[src/sv/eis_pkg.sv]
// Shared types, constants and helper functions for the event interval statistics block.
// Used by every module of the block; depends on nothing else.
package eis_pkg;

  localparam logic [2:0] KIND_ITER_BEGIN = 3'd0;
  localparam logic [2:0] KIND_ITER_END   = 3'd1;
  localparam logic [2:0] KIND_STEP_BEGIN = 3'd2;
  localparam logic [2:0] KIND_STEP_END   = 3'd3;
  localparam logic [2:0] KIND_STEP_MARK  = 3'd4;
  localparam logic [2:0] KIND_VALUE_SET  = 3'd5;
  localparam logic [2:0] KIND_VALUE_ADD  = 3'd6;
  localparam logic [2:0] KIND_NONE       = 3'd7;

  localparam logic [15:0] ITER_NONE   = 16'hFFFF;
  localparam logic [47:0] SQRT_SQ_MAX = 48'd3037000499;
  localparam logic [62:0] SQ_MAX      = {63{1'b1}};

  typedef struct packed {
    logic [7:0]         level;
    logic [31:0]        count;
    logic [31:0]        iter_count;
    logic [47:0]        start_sum;
    logic signed [47:0] min_val;
    logic signed [47:0] max_val;
    logic signed [47:0] total;
    logic [62:0]        total_sq;
    logic [15:0]        last_iter;
    logic [47:0]        last_time;
  } step_entry_t;

  typedef struct packed {
    logic [31:0]        count;
    logic [31:0]        iter_count;
    logic signed [47:0] min_val;
    logic signed [47:0] max_val;
    logic signed [47:0] total;
    logic [62:0]        total_sq;
    logic signed [47:0] iter_sum;
    logic [15:0]        last_iter;
  } val_entry_t;

  // Everything the update logic needs to know about the record in flight.
  typedef struct packed {
    logic [2:0]         kind;
    logic [47:0]        t;
    logic signed [47:0] v;
    logic [7:0]         lvl;
    logic [15:0]        iter;
    logic signed [47:0] dur;
    logic               sq_sat;
  } item_t;

  localparam step_entry_t STEP_RESET = '{last_iter: ITER_NONE, default: '0};
  localparam val_entry_t  VAL_RESET  = '{last_iter: ITER_NONE, default: '0};

  function automatic logic [47:0] sat48(input logic [48:0] a);
    logic [47:0] r;
    if (a[48] != a[47]) begin
      r = a[48] ? {1'b1, 47'b0} : {1'b0, {47{1'b1}}};
    end else begin
      r = a[47:0];
    end
    return r;
  endfunction

  function automatic logic [31:0] inc32(input logic [31:0] c);
    return (c == 32'hFFFF_FFFF) ? c : c + 32'd1;
  endfunction

  function automatic logic [62:0] add_sq(input logic [62:0] a, input logic [62:0] b);
    logic [63:0] s;
    s = {1'b0, a} + {1'b0, b};
    return s[63] ? SQ_MAX : s[62:0];
  endfunction

  // Folds the running per-iteration total of a value entry into its min and max.
  function automatic val_entry_t fold_val(input val_entry_t q);
    val_entry_t r;
    r = q;
    if (q.count == 32'd1 || $signed(q.iter_sum) < $signed(q.min_val)) r.min_val = q.iter_sum;
    if (q.count == 32'd1 || $signed(q.iter_sum) > $signed(q.max_val)) r.max_val = q.iter_sum;
    return r;
  endfunction

endpackage

[src/sv/eis_calc.sv]
// Next-entry computation for one record: step open and close, value set and add.
// Depends on eis_pkg for entry types, kind codes and saturating helpers.
module eis_calc #(
  parameter int VALUE_FRAC_BITS = 16
) (
  input  eis_pkg::item_t       item,
  input  eis_pkg::step_entry_t s_old,
  input  eis_pkg::val_entry_t  q_old,
  input  logic [63:0]          prod,
  output eis_pkg::step_entry_t s_new,
  output eis_pkg::val_entry_t  q_new
);

  localparam logic [63:0] HALF = (64'd1 << VALUE_FRAC_BITS) >> 1;

  logic [48:0] start_sum;
  logic [62:0] step_sq;
  logic [63:0] rounded;
  logic [62:0] val_sq;
  logic fresh;
  logic is_set;
  eis_pkg::val_entry_t qf;

  always_comb begin
    s_new = s_old;
    q_new = q_old;
    start_sum = {1'b0, s_old.start_sum} + {1'b0, item.t};
    step_sq = item.sq_sat ? eis_pkg::SQ_MAX : prod[62:0];
    rounded = (prod + HALF) >> VALUE_FRAC_BITS;
    val_sq = rounded[62:0];
    fresh = q_old.last_iter != item.iter;
    is_set = item.kind == eis_pkg::KIND_VALUE_SET;
    qf = (is_set || fresh) ? eis_pkg::fold_val(q_old) : q_old;
    case (item.kind)
      eis_pkg::KIND_ITER_BEGIN, eis_pkg::KIND_STEP_BEGIN, eis_pkg::KIND_STEP_MARK: begin
        s_new.level = item.lvl;
        if (s_old.last_iter != item.iter) begin
          s_new.last_iter = item.iter;
          s_new.start_sum = start_sum[48] ? {48{1'b1}} : start_sum[47:0];
          s_new.iter_count = eis_pkg::inc32(s_old.iter_count);
        end
        s_new.last_time = item.t;
        s_new.count = eis_pkg::inc32(s_old.count);
      end
      eis_pkg::KIND_ITER_END, eis_pkg::KIND_STEP_END: begin
        if (s_old.last_iter == item.iter) begin
          s_new.total = eis_pkg::sat48({s_old.total[47], s_old.total} +
                                       {item.dur[47], item.dur});
          s_new.total_sq = eis_pkg::add_sq(s_old.total_sq, step_sq);
          if (s_old.count == 32'd1 || $signed(item.dur) > $signed(s_old.max_val)) begin
            s_new.max_val = item.dur;
          end
          if (s_old.count == 32'd1 || $signed(item.dur) < $signed(s_old.min_val)) begin
            s_new.min_val = item.dur;
          end
        end
      end
      eis_pkg::KIND_VALUE_SET, eis_pkg::KIND_VALUE_ADD: begin
        q_new = qf;
        if (fresh) begin
          q_new.last_iter = item.iter;
          q_new.iter_sum = item.v;
          q_new.iter_count = eis_pkg::inc32(qf.iter_count);
          q_new.count = eis_pkg::inc32(qf.count);
        end else if (is_set) begin
          q_new.iter_sum = item.v;
          q_new.count = eis_pkg::inc32(qf.count);
        end else begin
          q_new.iter_sum = eis_pkg::sat48({qf.iter_sum[47], qf.iter_sum} +
                                          {item.v[47], item.v});
        end
        q_new.total = eis_pkg::sat48({qf.total[47], qf.total} + {item.v[47], item.v});
        q_new.total_sq = eis_pkg::add_sq(qf.total_sq, val_sq);
      end
      default: begin
      end
    endcase
  end

endmodule

[config.mk]
export PLATFORM = sky130hd
export DESIGN_NAME = eis_calc
export DESIGN_NICKNAME = d
export VERILOG_FILES = /design/src/sv/eis_pkg.sv /design/src/sv/eis_calc.sv
export SDC_FILE = /design/constraint.sdc
export NUM_CORES = 2
export LEC_CHECK = 0
export BUFFER_PORTS_ARGS = -buffer_cell sky130_fd_sc_hd__buf_2
export CAP_MARGIN = 20
export CORE_AREA = 8 8 646 648
export DETAILED_ROUTE_END_ITERATION = 6
export DIE_AREA = 0 0 654 656
export GPL_TIMING_DRIVEN = 0
export PLACE_DENSITY = 0.3
export SLEW_MARGIN = 20
export SYNTH_ARGS = -nofsm -noshare
export SYNTH_HDL_FRONTEND = slang
export SYNTH_SLANG_ARGS = --single-unit
[constraint.sdc]
create_clock -name vclk -period 6.2
set_input_delay 0.31 -clock vclk [all_inputs]
set_output_delay 0.31 -clock vclk [all_outputs]
set_load 0.02 [all_outputs]
======== Word-level counts from Yosys, hierarchy flattened ========
Index checks and enable logic that the tools add are counted.
storage, ports and cells
  flip-flop bits (word level) ............. 0
  bits of input ports ..................... 962
  output and inout port bits .............. 726
cells by class
  equality and inequality tests ........... 18
  $lt $le $gt $ge ......................... 4
  $add $sub $neg .......................... 11
  mux-type cells .......................... 32
  reduce and logical (&&, ||, !) cells .... 9
operator list
  cell                                                   number
  two-way mux 48 bit                                     13
  two-way mux 207 bit                                    2
  two-way mux 335 bit                                    1
  two-way mux 271 bit                                    1
  two-way mux 32 bit                                     7
  adder 48 x 48 -> 49 bit                                4
  two-way mux 63 bit                                     3
  adder 32 x 1 -> 32 bit (second input constant)         4
  equality test 32 bit (second input constant)           4
  two-way mux 120 bit                                    1
  greater-than comparator 48 bit                         2
  less-than comparator 48 bit                            2
  two-way mux 80 bit                                     1
  adder 63 x 48 -> 64 bit                                1
  adder 63 x 63 -> 64 bit                                1
  adder 64 x 16 -> 64 bit (second input constant)        1
  equality test 32 x 1 -> 1 bit (second input constant)  2
  two-way mux 64 bit                                     1
  two-way mux 16 bit                                     2
  != test 16 bit                                         2
  equality test 16 bit                                   1
  equality test 3 bit (second input constant)            3
  equality test 3 x 2 -> 1 bit (second input constant)   2
  logical OR 1 bit                                       5
  5 further kinds                                        8

======== Longest topological paths before layout ========
  depth in word-level cells ............... 10
  gate-level depth with buffers ........... 23
  gate-level depth less buffers ........... 21

======== Worst setup path before layout ========
Ideal clock, no wire load.
  kind .................................... input to output
  start point ............................. input port prod[20]
  end point ............................... output port q_new[71] (netlist name)
  data required time ...................... 5.890 ns
  slack ................................... 1.079 ns
  stages .................................. 22
  arrival time ............................ 4.811 ns
  cell sequence ........................... and3_1 > nand3_1 > nor3_1 > nand4_1 > nor2_1 > and3_1 > and4_1 > nand2_1 > xnor2_1 > ha_1 > nand2_1 > o21ai_1 > o21a_1 > nor2_1 > or3_1 > o21ai_1 > a31oi_1 > o21ba_2 > or2_2 > clkbuf_1 > clkbuf_1 > a31oi_1
RTL lines
  item             line            RTL
  start, declared  eis_calc.sv:9   input logic [63:0] prod,
  end, declared    eis_calc.sv:11  output eis_pkg::val_entry_t q_new

==> flow_summary.toml <==
[detailed_routing]
via_per_inst = 3.86
dr.pass1.iters = 5
wl_per_cell_microns = 32.7
dr.first_iter.drc_count = 3280
vias = 47700
drc_errors = 0
drt-total-wl_microns = 404000
antenna_left = 0

[layout]
regArea_sq_um = 0
nFlopsAndLatches = 0
fillCellCount = 48400
final_cells = 12400
multiInputGateArea_sq_um = 32100
fin_area_sq_um = 50000
layout-drive-gt1-share = 0.314
clock_buffer_count = 0
syn2layout_area_growth_pct = 48.6
nets = 8241

[grt]
antenna_found_initial = 334
grt_max_degree = 14
grt_pass1_wl_microns = 507000
track_usage = 0.178
overflow = 0
grt_pass1_vias = 47600

[power_and_ir_drop]
swShare = 0.676
power_mw = 5.68
p_comb_frac = 1.000
clkPwrFrac = 0
vdd_drop_max_mv = 0.0597
p_seq_frac = 0
powerDensity_nw_per_um2 = 114
power.internal_mw = 1.84
p_sw_mw = 3.84
p_leak_nw = 22.6

[yosys]
yosysMostFrequentCell = "nand2_1"
yosys.area.top_type = "ha_1"
synth.top_cell.area_share = 0.192
syn_area_sq_um = 33700
synth_warnings = 0
synth.area.top_cells = "ha_1, xnor2_1, a21oi_1, nand2_1, mux2_2"
syn_nets = 6543
syn_avg_cell_area_sq_um = 6.65
synthTopCellsByCount = "nand2_1, ha_1, a21oi_1"
synthCells = 5059
ys_types = 87
synth_seq_area_share = 0

[critical_path]
startpoint = "item[48]"
crit_path_end_kind = "primary output"
cp-start-kind = "primary input"
worstSetupPathType = "primary input to primary output"
required_ns = 5.89
crit_fanout = 10
arrival_ns = 5.77

[placement]
post-place-cells = 12200
pre_cts_ws_ns = -1.36
dp_hpwl_microns = 376000
globalplace.congestion = 0.975
place_area_sq_um = 49200
io_buffers = 1688

[sta]
fin_crit_ns = 6.08
hold_viol_final = 0
period_share = 0.981
worst_pin_slew_ns = 1.20
holdWs_ns = 0.924
report.final.slew_viol_count = 0
fin_ws_ns = 0.116
max-slew-margin-rel = 0.198
fmax_mhz = 164
setup_viol = 0

[floorplan]
core_area_sq_um = 408000
fp.dieArea_sq_um = 429000
row_count = 235
io_pins = 1688
die_w_microns = 654
die_h_microns = 656
initial_core_util = 0.0826

[worst_hold_path]
min-delay-start = "q_old[299]"
min_path_type = "primary input to primary output"

[status]
status = "completed"

[run]
maxCapViolCount = 0

[cts]
cts.hold.buffers_added = 0
[final cells by class]
type,count,area share
timing repair buffer,1704,0.174
buffer,226,0.0191
antenna,149,0.00745
inverter,287,0.0215
multi-input combinational,4538,0.642
tap,5451,0.136
[cells in the final DEF (no fill, tap or decap), types with 32 or more instances in the layout]
cell         n
nand4_1    153
xnor2_1    298
nor3_1      52
xor2_1     180
or2_2       72
inv_1      287
a21o_1     266
and3_1      70
o21ai_0    338
ha_1       515
diode_2    149
o22a_1      76
nand2_1    596
mux2_2     191
o21a_1      77
nand2b_1    41
and2_1      32
clkbuf_1   166
a21oi_1    455
o211ai_1    65
nor2_1     359
a31oi_1     67
nand3_1    133
o21bai_1    42
buf_2     1692
nor2b_1     54
[per-layer routing]
| metal | GRT usage | up-vias | share of wire |
|---|---|---|---|
| met4 | 0.0812 | 146 | 0.058 |
| met2 | 0.341 | 2094 | 0.53 |
| met3 | 0.0560 | 762 | 0.078 |
| li1 | - | 22100 | - |
| met5 | 0 | - | 0.0024 |
| met1 | 0.172 | 22600 | 0.34 |
[worst max-delay path: stages]
cell	delay, ns
buf_2	0.21
ha_1	0.39
nand4_1	0.49
nor4_2	0.82
nand3_1	0.43
a31oi_1	0.52
a2111oi_1	0.21
nand3b_1	0.17
o211a_1	0.38
clkbuf_1	0.46
clkbuf_1	0.74
nand2_1	0.10
o21ai_0	0.21
buf_2	0.28
[power groups by stage]
| stage | sequential [mW] | combinational [mW] | clock, mW |
|---|---|---|---|
| 2_1_floorplan | 0 | 3.01 | 0 |
| 3_3_place_gp | 0 | 5.69 | 0 |
| 3_5_place_dp | 0 | 5.67 | 0 |
| 4_1_cts | 0 | 5.74 | 0 |
| 5_1_grt | 0 | 6.10 | 0.00000229 |
| 6_report | 0 | 5.68 | 0.00000314 |
[worst paths after layout]
path | endpoint | slack, ns | depth (start not counted)
setup / recovery | s_new[217] | 0.12 | 14
hold / removal | q_new[299] | 0.92 | 3
[kinds of logic after synthesis]
family,count (synthesis),synth area share
multiplexers,198,0.0660
XOR/XNOR,483,0.126
buffers and inverters,521,0.0598
AO/OA/AOI/OAI,1653,0.315
adder cells (fa/ha/maj),522,0.195
AND/OR/NAND/NOR,1682,0.238
[through the flow]
step | setup TNS, ns | util
floorplan | 0 | -
global placement | -388.59 | 0.120
detailed placement | -79.37 | 0.121
CTS | 0 | 0.121
global route | -0.00640 | 0.122
finish | 0 | 0.123
[what timing repair did]
action | 4_1_cts | 5_1_grt
setup endpoints to repair | 138 | 187
pin swaps | 3 | 4
gates resized for setup | 83 | 33
hold endpoints to repair | 0 | 0
buffers inserted | 2 | 5
cloned | 0 | 0
(Power assumes the default switching activity.)
